<file path="src/rtl/wobf_pkg.sv">
// wobf_pkg: shared types, register codes and key tables for the word obfuscation cipher
// no dependencies; used by every module under rtl
`timescale 1ns / 1ps

package wobf_pkg;

  // configuration register indexes
  localparam logic [1:0] REG_DIRECTION = 2'd0;
  localparam logic [1:0] REG_TABLE_SEL = 2'd1;

  // transform direction
  typedef enum logic {
    DIR_ENCODE = 1'b0,
    DIR_DECODE = 1'b1
  } dir_t;

  // per-byte constant part of the key: 0xa5 | (k << k) | k
  localparam logic [7:0] KEY_BASE [4] = '{8'hA5, 8'hA7, 8'hAF, 8'hBF};

  // built-in key tables
  localparam logic [7:0] KEY_TABLE [3][16] = '{
    '{8'h7A, 8'h64, 8'h05, 8'hF1, 8'h1B, 8'h9B, 8'hA0, 8'hB5,
      8'hCA, 8'hED, 8'h61, 8'h0D, 8'h4A, 8'hDF, 8'h8E, 8'hC7},
    '{8'h05, 8'h61, 8'h7A, 8'hED, 8'h1B, 8'hCA, 8'h0D, 8'h9B,
      8'h4A, 8'hF1, 8'h64, 8'hC7, 8'hB5, 8'h8E, 8'hDF, 8'hA0},
    '{8'h20, 8'h07, 8'h13, 8'h61, 8'h03, 8'h45, 8'h17, 8'h72,
      8'h0A, 8'h2D, 8'h48, 8'h0C, 8'h4A, 8'h12, 8'hA9, 8'hB5}
  };

  // one classified word waiting in the queue
  typedef struct packed {
    logic [31:0] word;
    logic [31:0] seq;
    logic [31:0] key;
    dir_t        dir;
  } q_entry_t;

  // front to queue write request
  typedef struct packed {
    logic     push;
    q_entry_t entry;
  } q_push_t;

  // queue status seen by front and back
  typedef struct packed {
    logic full;
    logic empty;
  } q_stat_t;

  // key word for a table selector and word index; selector three acts as table two
  function automatic logic [31:0] key_word(input logic [1:0] sel, input logic [3:0] idx);
    logic [1:0]  t;
    logic [3:0]  j;
    logic [31:0] w;
    t = (sel > 2'd2) ? 2'd2 : sel;
    w = '0;
    for (int k = 0; k < 4; k++) begin
      j = idx + 4'(k);
      w[8*k +: 8] = KEY_BASE[k] | KEY_TABLE[t][j];
    end
    return w;
  endfunction

endpackage

</file>
<file path="src/rtl/wobf_front.sv">
// wobf_front: input side; holds configuration, word counter and key generation
// depends on wobf_pkg
`timescale 1ns / 1ps

module wobf_front (
  input  logic               clk,
  input  logic               rst_n,
  input  logic               cfg_we,
  input  logic [1:0]         cfg_index,
  input  logic [1:0]         cfg_wdata,
  input  logic               in_tvalid,
  output logic               in_tready,
  input  logic [63:0]        in_tdata,
  input  logic               in_tlast,
  input  wobf_pkg::q_stat_t  q_stat,
  output wobf_pkg::q_push_t  q_push
);

  wobf_pkg::dir_t direction_r;
  logic [1:0]     table_sel_r;
  logic [3:0]     word_index_r;
  logic [3:0]     word_index_nxt;
  logic           accept;

  // configuration writes, unknown indexes ignored
  always_ff @(posedge clk) begin
    if (!rst_n) begin
      direction_r <= wobf_pkg::DIR_ENCODE;
      table_sel_r <= 2'd0;
    end else if (cfg_we) begin
      unique case (cfg_index)
        wobf_pkg::REG_DIRECTION: direction_r <= wobf_pkg::dir_t'(cfg_wdata[0]);
        wobf_pkg::REG_TABLE_SEL: table_sel_r <= cfg_wdata;
        default: ;
      endcase
    end
  end

  // accept whenever the queue has room
  assign in_tready = !q_stat.full;
  assign accept    = in_tvalid && in_tready;

  // word counter, back to zero after the last word of a message
  always_comb begin
    word_index_nxt = word_index_r;
    if (accept) begin
      word_index_nxt = in_tlast ? 4'd0 : word_index_r + 4'd1;
    end
  end

  always_ff @(posedge clk) begin
    if (!rst_n) begin
      word_index_r <= 4'd0;
    end else begin
      word_index_r <= word_index_nxt;
    end
  end

  // classified word into the queue
  always_comb begin
    q_push.push        = accept;
    q_push.entry.word  = in_tdata[31:0];
    q_push.entry.seq   = in_tdata[63:32];
    q_push.entry.key   = wobf_pkg::key_word(table_sel_r, word_index_r);
    q_push.entry.dir   = direction_r;
  end

endmodule

</file>
<file path="src/rtl/wobf_queue.sv">
// wobf_queue: short register queue between front and back
// depends on wobf_pkg
`timescale 1ns / 1ps

module wobf_queue #(
  parameter int DEPTH = 2
) (
  input  logic               clk,
  input  logic               rst_n,
  input  wobf_pkg::q_push_t  q_push,
  input  logic               pop,
  output wobf_pkg::q_entry_t head,
  output wobf_pkg::q_stat_t  q_stat
);

  localparam int PW = (DEPTH > 1) ? $clog2(DEPTH) : 1;
  localparam int CW = $clog2(DEPTH + 1);

  wobf_pkg::q_entry_t slot_r [DEPTH];
  logic [PW-1:0]      wr_ptr_r, wr_ptr_nxt;
  logic [PW-1:0]      rd_ptr_r, rd_ptr_nxt;
  logic [CW-1:0]      count_r, count_nxt;

  // status
  assign q_stat.full  = (count_r == CW'(DEPTH));
  assign q_stat.empty = (count_r == '0);
  assign head         = slot_r[rd_ptr_r];

  // pointer and count update
  always_comb begin
    wr_ptr_nxt = wr_ptr_r;
    rd_ptr_nxt = rd_ptr_r;
    count_nxt  = count_r;
    if (q_push.push) begin
      wr_ptr_nxt = (wr_ptr_r == PW'(DEPTH - 1)) ? '0 : wr_ptr_r + PW'(1);
    end
    if (pop) begin
      rd_ptr_nxt = (rd_ptr_r == PW'(DEPTH - 1)) ? '0 : rd_ptr_r + PW'(1);
    end
    if (q_push.push && !pop) begin
      count_nxt = count_r + CW'(1);
    end else if (!q_push.push && pop) begin
      count_nxt = count_r - CW'(1);
    end
  end

  always_ff @(posedge clk) begin
    if (!rst_n) begin
      wr_ptr_r <= '0;
      rd_ptr_r <= '0;
      count_r  <= '0;
    end else begin
      wr_ptr_r <= wr_ptr_nxt;
      rd_ptr_r <= rd_ptr_nxt;
      count_r  <= count_nxt;
    end
  end

  // slot storage
  always_ff @(posedge clk) begin
    if (q_push.push) begin
      slot_r[wr_ptr_r] <= q_push.entry;
    end
  end

  // no write into a full queue, no read from an empty one
  a_no_push_full: assert property (@(posedge clk) disable iff (!rst_n)
    q_push.push |-> !q_stat.full) else $error("queue written while full");

  a_no_pop_empty: assert property (@(posedge clk) disable iff (!rst_n)
    pop |-> !q_stat.empty) else $error("queue read while empty");

  a_count_bound: assert property (@(posedge clk) disable iff (!rst_n)
    count_r <= CW'(DEPTH)) else $error("queue count beyond depth");

  a_count_up: assert property (@(posedge clk) disable iff (!rst_n)
    (q_push.push && !pop) |=> (count_r == $past(count_r) + CW'(1)))
    else $error("queue count did not follow a write");

endmodule

</file>
<file path="src/rtl/wobf_back.sv">
// wobf_back: output side; applies the xor, byte swap and key mix to the queue head
// depends on wobf_pkg
`timescale 1ns / 1ps

module wobf_back (
  input  logic               clk,
  input  logic               rst_n,
  input  wobf_pkg::q_entry_t head,
  input  wobf_pkg::q_stat_t  q_stat,
  output logic               pop,
  output logic               out_tvalid,
  input  logic               out_tready,
  output logic [31:0]        out_tdata
);

  logic        out_valid_r, out_valid_nxt;
  logic [31:0] out_word_r;
  logic [31:0] result;

  function automatic logic [31:0] swap_bytes(input logic [31:0] v);
    return {v[7:0], v[15:8], v[23:16], v[31:24]};
  endfunction

  // word transform for either direction
  always_comb begin
    unique case (head.dir)
      wobf_pkg::DIR_ENCODE: result = swap_bytes(head.word ^ ~head.seq) ^ head.key ^ head.seq;
      wobf_pkg::DIR_DECODE: result = swap_bytes(head.word ^ head.seq ^ head.key) ^ ~head.seq;
      default:              result = head.word;
    endcase
  end

  // take the head when the output register is free or being drained
  assign pop = !q_stat.empty && (!out_valid_r || out_tready);

  always_comb begin
    out_valid_nxt = out_valid_r;
    if (pop) begin
      out_valid_nxt = 1'b1;
    end else if (out_tready) begin
      out_valid_nxt = 1'b0;
    end
  end

  always_ff @(posedge clk) begin
    if (!rst_n) begin
      out_valid_r <= 1'b0;
    end else begin
      out_valid_r <= out_valid_nxt;
    end
  end

  // output data register
  always_ff @(posedge clk) begin
    if (pop) begin
      out_word_r <= result;
    end
  end

  assign out_tvalid = out_valid_r;
  assign out_tdata  = out_word_r;

endmodule

</file>
<file path="src/rtl/word_obfuscation_cipher.sv">
// word_obfuscation_cipher: top level; front, queue and back of the word cipher
// path: an accepted word is written to a queue slot, then taken into the output register behind out_tvalid
// throughput: one word per cycle while out_tready is high; the back refills its output register as it drains
// reset: synchronous active-low rst_n clears configuration, word counter, queue
// pointers and output valid; depends on wobf_pkg, wobf_front, wobf_queue, wobf_back
`timescale 1ns / 1ps

module word_obfuscation_cipher #(
  parameter int QUEUE_DEPTH = 2
) (
  input  logic        clk,
  input  logic        rst_n,
  input  logic        cfg_we,
  input  logic [1:0]  cfg_index,
  input  logic [1:0]  cfg_wdata,
  input  logic        in_tvalid,
  output logic        in_tready,
  input  logic [63:0] in_tdata,   // in_word [31:0], seq_value [63:32]
  input  logic        in_tlast,   // last_word
  output logic        out_tvalid,
  input  logic        out_tready,
  output logic [31:0] out_tdata   // out_word [31:0]
);

  wobf_pkg::q_push_t  q_push;
  wobf_pkg::q_stat_t  q_stat;
  wobf_pkg::q_entry_t head;
  logic               pop;

  // word intake and key generation
  wobf_front u_front (
    .clk       (clk),
    .rst_n     (rst_n),
    .cfg_we    (cfg_we),
    .cfg_index (cfg_index),
    .cfg_wdata (cfg_wdata),
    .in_tvalid (in_tvalid),
    .in_tready (in_tready),
    .in_tdata  (in_tdata),
    .in_tlast  (in_tlast),
    .q_stat    (q_stat),
    .q_push    (q_push)
  );

  // decoupling queue
  wobf_queue #(
    .DEPTH (QUEUE_DEPTH)
  ) u_queue (
    .clk    (clk),
    .rst_n  (rst_n),
    .q_push (q_push),
    .pop    (pop),
    .head   (head),
    .q_stat (q_stat)
  );

  // transform and output register
  wobf_back u_back (
    .clk        (clk),
    .rst_n      (rst_n),
    .head       (head),
    .q_stat     (q_stat),
    .pop        (pop),
    .out_tvalid (out_tvalid),
    .out_tready (out_tready),
    .out_tdata  (out_tdata)
  );

endmodule
</file>
<file path="config.mk">
export PLATFORM = sky130hd
export DESIGN_NAME = word_obfuscation_cipher
export DESIGN_NICKNAME = d
export VERILOG_FILES = /design/src/rtl/wobf_pkg.sv /design/src/rtl/wobf_front.sv /design/src/rtl/wobf_queue.sv /design/src/rtl/wobf_back.sv /design/src/rtl/word_obfuscation_cipher.sv
export SDC_FILE = /design/constraint.sdc
export NUM_CORES = 1
export LEC_CHECK = 0
export ABC_AREA = 1
export BUFFER_PORTS_ARGS = -buffer_cell sky130_fd_sc_hd__buf_2
export CAP_MARGIN = 20
export CORE_MARGIN = 1.5
export CORE_UTILIZATION = 63
export CTS_CLUSTER_DIAMETER = 50
export DETAILED_ROUTE_END_ITERATION = 6
export PLACE_DENSITY = 0.88
export SLEW_MARGIN = 20
export SYNTH_ARGS = -nofsm -noshare
export SYNTH_HDL_FRONTEND = slang
export SYNTH_SLANG_ARGS = --single-unit
</file>
<file path="constraint.sdc">
create_clock -name clk -period 6.2 [get_ports clk]
set_input_delay 0.62 -clock clk [delete_from_list [all_inputs] [get_ports clk]]
set_output_delay 0.62 -clock clk [all_outputs]
set_load 0.1 [all_outputs]
</file>
; After elaboration in Yosys (flattened, before gate mapping)
; Memory sizes are Yosys's and may differ from the RTL's. A register that Yosys moved wholly into a read port is not among the register bits.
; Cells that the tools add are included.
[op_classes]
addsub = 7
n_lt_le_gt_ge = 6
n_eq_ne = 2
mux = 28
bitwise_logic = 13
n_reduce_logical = 16
[op_table]
columns = operator, count
row1 = 128-bit binary-select mux with 2-bit select, 1
row2 = 128-bit 2-to-1 mux, 2
row3 = 32-bit bitwise XOR, 6
row4 = 8-bit binary-select mux with 4-bit select, 4
row5 = 32-bit one-hot mux with 2 select lines, 1
row6 = 7-bit 2-to-1 mux, 8
row7 = 32-bit inverter, 1
row8 = 5-bit >= comparator (second input constant), 4
row9 = 4-bit inverter with 5-bit output, 4
row10 = 4-bit by 2-bit adder with 4-bit output (second input constant), 2
row11 = 1-bit 2-to-1 mux, 8
row12 = 2-bit 2-to-1 mux, 3
row13 = 1-bit logical NOT, 5
row14 = 4-bit by 1-bit adder with 4-bit output (second input constant), 1
row15 = 1-bit logical AND, 4
row16 = 2-bit logical NOT, 2
row17 = 4-bit 2-to-1 mux, 1
row18 = 2-bit AND reduction, 2
row19 = 2-bit nonzero test, 2
row20 = 3-bit >= comparator (second input constant), 1
row21 = 2-bit inverter with 3-bit output, 1
row22 = 1-bit adder (second input constant), 2
row23 = 2-bit by 1-bit adder with 2-bit output (second input constant), 1
row24 = 2-bit by 1-bit equality test with 1-bit output (second input constant), 1
row25 = other kinds (5), 5
[totals]
register_bits = 44
ram_bits = 150
out_inout_bits = 34
word_cells = 81
mem_count = 1
[mem_list]
columns = name, depth, width, rd, rd_clocked_by_memory_dff, wr, line
row1 = u_queue.slot_r, 2, 75, 1, 1, 1, wobf_queue.sv:19  ; wobf_pkg::q_entry_t slot_r [DEPTH];

; Depth between registers and ports, before layout
; Gate-level depths: netlist of run 1.
[depth]
word_depth = 9
mapped_depth = 12
ltp_nobuf = 10

; Modules after synthesis
; Synthesis of run 1 repeated with hierarchy kept, for this count alone.
[unflattened]
hier_cells = 1121
area_unflattened_um2 = 12190.4
[modules_own_cells]
columns = module, instances, cells_each, area_per_inst_um2, seq_area_each_um2
row1 = wobf_queue, 1, 337, 7344.5, 5925.7
row2 = wobf_back, 1, 456, 2937.8, 980.9
row3 = wobf_front, 1, 328, 1908.1, 140.1

; Least setup slack after synthesis of run 1
; No wires, ideal clock.
[synth_timing]
path_kind = reg-to-reg
from = register u_queue.count_r[0]
to = memory u_queue.slot_r[1][0] (netlist bit), enable pin
t_arrival_ps = 4574
slack_ps = 1115
path_stages_with_launch = 5
n_path_buf = 0
synth_period_minus_slack_ps = 5085
cell_sequence = dfxtp_1 > inv_1 > nand2_1 > nand2_1 > nor2_1
[synth_via]
elab_chain_len = 5
[synth_lines]
columns = item, line
row1 = from (decl), wobf_queue.sv:22  ; logic [CW-1:0] count_r, count_nxt;
row2 = from (signal assigned), wobf_queue.sv:55  ; count_r <= count_nxt;
row3 = 2-bit equality test, wobf_queue.sv:25  ; assign q_stat.full = (count_r == CW'(DEPTH));
row4 = 1-bit logical NOT, wobf_front.sv:40  ; assign in_tready = !q_stat.full;
row5 = via in_tready, word_obfuscation_cipher.sv:17  ; output logic in_tready,
row6 = 1-bit logical AND, wobf_front.sv:41  ; assign accept = in_tvalid && in_tready;
row7 = 1-bit 2-to-1 mux, wobf_queue.sv:61  ; if (q_push.push) begin
row8 = 1-bit 2-to-1 mux (not written as such), wobf_queue.sv:62  ; slot_r[wr_ptr_r] <= q_push.entry;
row9 = to (decl), wobf_queue.sv:19
; The timed path passes the listed nets, and every way through them passes these cells.

==> impl_metrics.tcl, run 1 <==
set metrics [dict create \
    pin_count_of_the_biggest_net_entering_global_routing 92 \
    drv.max_cap_violation_count 0 \
    routability_driven_placement_congestion_ratio 0.9730 \
    criticalPathCategory "reg -> reg" \
    port_buffers 107 \
    final_util_pct 73.37 \
    setup.worst_path.start_class "flip-flop" \
    post-synth-top-area-cell "edfxtp_1" \
    timing_hold_violations_final 0 \
    clock_path_buffers 2 \
    placeableCoreArea_um2 13990 \
    initial_drt_markers 731 \
    cp.required_ns 6.39 \
    routed_wl_mm 18.78 \
    post_route_cells_drive_above_1_share_pct 13.55 \
    dr_total_vias 6772 \
    critical_path_peak_fanout 91 \
    synth.top_cell.area_share_pct 60.06 \
    layout.cells.most_common_list "nand2_1 (419), edfxtp_1 (182), buf_2 (107)" \
    timing.final.crit_share_pct 44.13 \
    slew-limit-headroom_pct 32.78 \
    cts-hold-fix-buffers 0 \
    postLayoutCellArea_um2 10260 \
    number_of_antenna_violations_at_the_first_check_in_global_routing 1 \
    top_level_ports 108 \
    power.static_leakage_uw 0.004671 \
    drc 0 \
    clock-sinks 195 \
    cts_setup_buffers 0 \
    clock_tree_root "clkbuf_16" \
    unrepaired_setup_endpoints_after_global_routing "false" \
    initial_utilization_pct 65.05 \
    globalRouteOverflowTotal 0 \
    postLayoutSetupSlackWorst_ns 3.464 \
    clk_latency_ns 0.43 \
    dieArea_um2 15170 \
    synth.avg_cell_area_um2 9.519 \
    holdCritPathClass "in -> reg" \
    clock_pin_slew_on_the_worst_setup_and_hold_paths_ns 0.07 \
    vert_die_dim_um 123.2 \
    grt.total_usage_pct 25.82 \
    postCtsResizedCells 0 \
    status "complete, no violations" \
    netlist_instances 956 \
    firstDrtPassIters 5 \
    dieWidth_um 123.2 \
    final.setup_skew_ns 0.007435 \
    fmax_mhz 365.5 \
    power.ir.vdd_worst_mv 0.4621 \
    clock_tree.htree_level_count 4 \
    power.density_nw_per_um2 513.1 \
    post_synth_instance_area_um2 9100 \
    vias_per_cell 5.413 \
    timing.critical_path.to_type "flip-flop" \
    fin_setup_tns_ns 0 \
    timing.critical_path.arrival_ns 2.92 \
    pre_cts_slack_ns 3.527 \
    nets 1136 \
    wire_length_per_cell_after_detailed_routing_um 15.01 \
    number_of_antenna_violating_nets_in_the_routed_design 0 \
    postPlaceCellArea_um2 9706 \
    synth_unique_cells 22 \
    whs_ns 0.3732 \
    area_delta_synth_final_pct 12.79 \
    most_frequent_standard_cell_in_the_layout_excluding_fill_and_tap_cells "nand2_1" \
    cts_made_buffers 17 \
    synth.area.top_cells "edfxtp_1 (60%), nand2_1 (17%), inv_1 (3.8%)" \
    synth_seq_area_share_pct 62.92 \
    report.final.slew_viol_count 0 \
    finalWorstPathRequiredPeriod_ns 2.736 \
    synth_nets 1035 \
    cts_tree "yes" \
    grt_first_pass_wirelength_mm 29.41 \
    setup_violations 0 \
    placementRows 43 \
    hpwl_mm 12.18 \
    timing_worst_slew_pin_value_ns 1.008 \
    number_of_global_route_vias_before_repair 6371 \
    synth.yosys.warnings 0 \
    synth-seq-cells 195 \
]
metrics by stage:
stage	std cells	power [uW]
floorplan	956	3846
global placement	1218	4123
detailed placement	1218	4217
CTS	1250	5267
global route	1250	5527
finish	1251	5266
worst max-delay path: stages (launching register included):
cell and delay [ns]:
dfxtp_2 0.32, buf_4 0.67, inv_6 0.40, nand2_1 0.19, nand2_2 0.24, o21ai_0 0.34
nand2_1 0.13, nand2_1 0.08, nand2_1 0.05
final timing paths:
kind / start / to / slack [ns] / cells after the start
setup / recovery: flip-flop / u_back.out_tdata[19] / 3.46 / 8
hold / removal: in_tdata[25] / u_queue.slot_r[1][68] / 0.37 / 1
hold reg to reg: u_queue.rd_ptr_r / flip-flop / 0.47 / 1
setup reg to reg: flip-flop / u_back.out_tdata[19] / 3.46 / 8
cell usage after synthesis (all sizes together):
library cell	n
inv	94
nand3b	2
a21oi	25
dfxtp	13
buf	28
clkbuf	1
edfxtp	182
o211ai	1
xor2	30
a21o	1
ha	5
nor2	39
nand3	60
o21ai	46
xnor2	9
nand2	420
layout make-up:
class	count	area [um^2]
Antenna cell	1	2.502
Clock buffer	19	432.9
Clock inverter	13	122.6
Fill cell	937	3725
Inverter	94	357.8
Multi-Input combinational cell	638	2830
Sequential cell	195	5727
Tap cell	180	225.2
Timing Repair Buffer	111	565.5
cells by family (layout without fill, tap and decap cells):
group | count (synthesis) | after routing | synth area share (%)
buffers and inverters | 123 | 237 | 6.146
adder cells (fa/ha/maj) | 5 | 5 | 0.6875
flip-flops | 195 | 195 | 62.92
XOR/XNOR | 39 | 39 | 3.754
other | 0 | 1 | 0
AND/OR/NAND/NOR | 521 | 521 | 22.43
AO/OA/AOI/OAI | 73 | 73 | 4.070
layer usage:
layer	GRT usage, %	wire, um	up-vias
met3	5.212	1335	47
met4	11.21	487	0
li1	-	-	3310
met2	45.49	9776	317
met5	0	0	-
met1	30.87	7184	3098
report_power, final:
| group | switching [uW] | leakage (uW) | internal (uW) | total [uW] |
|---|---|---|---|---|
| logic | 1800 | 0.00259 | 468 | 2270 |
| clock network | 483 | 0.000275 | 561 | 1040 |
| registers | 97.6 | 0.00181 | 1860 | 1960 |
state kept, by name, summed over array words and instances, names as in the netlist, named ones only:
register              count
u_back.out_tdata         32
u_queue.rd_ptr_r          1
u_front.table_sel_r       2
u_front.direction_r       1
u_back.out_tvalid         1
u_queue.wr_ptr_r          1
u_queue.slot_r          150
u_front.word_index_r      4
u_queue.count_r           2
Note: power is estimated with default switching activity, not from simulation.
==> run 2, diff against run 1 <==
--- a/config.mk
+++ b/config.mk
@@ -9,10 +9,10 @@
 export BUFFER_PORTS_ARGS = -buffer_cell sky130_fd_sc_hd__buf_2
 export CAP_MARGIN = 20
 export CORE_MARGIN = 1.5
-export CORE_UTILIZATION = 63
+export CORE_UTILIZATION = 53
 export CTS_CLUSTER_DIAMETER = 50
 export DETAILED_ROUTE_END_ITERATION = 6
-export PLACE_DENSITY = 0.88
+export PLACE_DENSITY = 0.79
 export SLEW_MARGIN = 20
 export SYNTH_ARGS = -nofsm -noshare
 export SYNTH_HDL_FRONTEND = slang
==> constraint.sdc (replaced) <==
create_clock -name clk -period 2.4 [get_ports clk]
set_input_delay 0.24 -clock clk [delete_from_list [all_inputs] [get_ports clk]]
set_output_delay 0.24 -clock clk [all_outputs]
set_load 0.1 [all_outputs]
==> impl_metrics.tcl, run 2 (synthesis gave the netlist of run 1 again) <==
set metrics [dict create \
    clock_tree_root "clkbuf_16" \
    post_route_cells_drive_above_1_share_pct 14.02 \
    most_frequent_standard_cell_in_the_layout_excluding_fill_and_tap_cells "nand2_1" \
    timing.critical_path.arrival_ns 2.21 \
    port_buffers 107 \
    firstDrtPassIters 5 \
    routability_driven_placement_congestion_ratio 0.9265 \
    layoutNonFillerInstCount 1361 \
    dieArea_um2 17970 \
    final.fill_count 1254 \
    power.ir.vdd_worst_mv 0.8359 \
    clock_tree.htree_level_count 4 \
    pin_count_of_the_biggest_net_entering_global_routing 76 \
    dieWidth_um 134.0 \
    setup.worst_path.start_class "flip-flop" \
    fin_setup_tns_ns 0 \
    drc 0 \
    timing_hold_violations_final 0 \
    clk_latency_ns 0.43 \
    cp.required_ns 2.66 \
    clock-sinks 195 \
    timing_worst_slew_pin_value_ns 0.5224 \
    top_level_ports 108 \
    slew-limit-headroom_pct 65.41 \
    initial_drt_markers 469 \
    unrepaired_setup_endpoints_after_global_routing "false" \
    whs_ns 0.02019 \
    nets 1207 \
    vert_die_dim_um 134.0 \
    criticalPathCategory "reg -> reg" \
    top_register_by_number_of_flip_flops "u_queue.slot_r" \
    insertedDiodeCount 0 \
    register_area_um2 5727 \
    postLayoutSetupSlackWorst_ns 0.4531 \
    dr_total_vias 6953 \
    grt_first_pass_wirelength_mm 31.20 \
    timing.final.crit_share_pct 81.12 \
    postLayoutCellArea_um2 11090 \
    initial_utilization_pct 54.49 \
    postPlaceCellArea_um2 9892 \
    placeableCoreArea_um2 16700 \
    number_of_global_route_vias_before_repair 6747 \
    number_of_antenna_violating_nets_in_the_routed_design 0 \
    clock_path_buffers 2 \
    layout.cells.most_common_list "nand2_1 (417), edfxtp_1 (182), buf_2 (107)" \
    globalRouteOverflowTotal 0 \
    grt.total_usage_pct 22.38 \
    critical_path_peak_fanout 11 \
    hpwl_mm 11.98 \
    postCtsResizedCells 0 \
    largest_reg_flops 150 \
    area_delta_synth_final_pct 21.88 \
    vias_per_cell 5.109 \
    wire_length_per_cell_after_detailed_routing_um 14.25 \
    placementRows 47 \
    final.setup_skew_ns 0.01402 \
    timing.critical_path.to_type "flip-flop" \
    power.static_leakage_uw 0.004999 \
    setup_violations 0 \
    cts_tree "yes" \
    pre_cts_slack_ns 0.4624 \
    drv.max_cap_violation_count 0 \
    report.final.slew_viol_count 0 \
    routed_wl_mm 19.39 \
    status "complete, no violations" \
    number_of_antenna_violations_at_the_first_check_in_global_routing 0 \
    cts_made_buffers 17 \
    fmax_mhz 513.6 \
    clock_pin_slew_on_the_worst_setup_and_hold_paths_ns 0.07 \
    power.density_nw_per_um2 1243 \
    finalWorstPathRequiredPeriod_ns 1.947 \
    holdCritPathClass "in -> reg" \
    multi_input_area_um2 2849 \
    numPlacedInstances 1267 \
]
==> run 2: cell types whose count changed in the layout (fill, tap and decap cells not counted), sizes merged <==
| cell | before | now |
|---|---|---|
| clkbuf | 19 | 17 |
| buf | 111 | 120 |
| clkinvlp | 0 | 1 |
| bufinv | 1 | 0 |
| clkinv | 6 | 3 |
| diode | 1 | 0 |
| dlygate4sd3 | 0 | 62 |
| inv | 100 | 105 |
==> run 2: stage by stage <==
step                util [%]  total power, uW
detailed placement     59.23            10970
global route           66.41            14520
global placement       59.23            10830
finish                 66.41            13780
CTS                    66.23            13790
floorplan                  -             9937
==> run 2: area by class of cell <==
cell class | count | area share [%]
well taps | 220 | 2.482
flip-flops and latches | 195 | 51.64
multi-input cells | 638 | 25.69
repair buffers | 182 | 11.76
clock inverters | 15 | 1.376
clock buffers | 17 | 3.836
inverters | 94 | 3.227
==> run 2: per-layer routing <==
metal  vias up  global-route usage [%]  routed length, um
met5         -                       0                  0
met4         0                   8.781                491
met3        42                   5.102               1213
met2       249                   39.03               9671
met1      3214                   27.10               8014
li1       3448                       -                  -
==> run 2: path summary, 6_finish.rpt <==
kind / start / slack (ns) / cells after the start / endpoint
min reg2reg: u_queue.rd_ptr_r / 0.46 / 1 / u_queue.rd_ptr_r
max: u_front.word_index_r[2] / 0.45 / 7 / u_queue.slot_r[1][6]
min: in_tdata[57] / 0.02 / 1 / u_queue.slot_r[0][36]
max reg2reg: u_front.word_index_r[2] / 0.45 / 7 / u_queue.slot_r[1][6]
==> run 2: power breakdown <==
group          switching (uW)  internal [uW]
Clock                    1340           1390
Sequential                277           4790
Combinational            4620           1370
Total                    6230           7550
==> run 2: repair_timing <==
| item | CTS | global route |
|---|---|---|
| hold buffers | 59 | 3 |
| buffers inserted | 0 | 0 |
| hold endpoints to repair | 118 | 5 |
==> run 2: critical path, stage by stage (launching register included) <==
cell and delay (ns):
dfxtp_1 0.58, ha_1 0.27, nand2_1 0.08, o21ai_1 0.40
inv_1 0.14, nand2_1 0.10, nor2_1 0.04, nor2_1 0.17
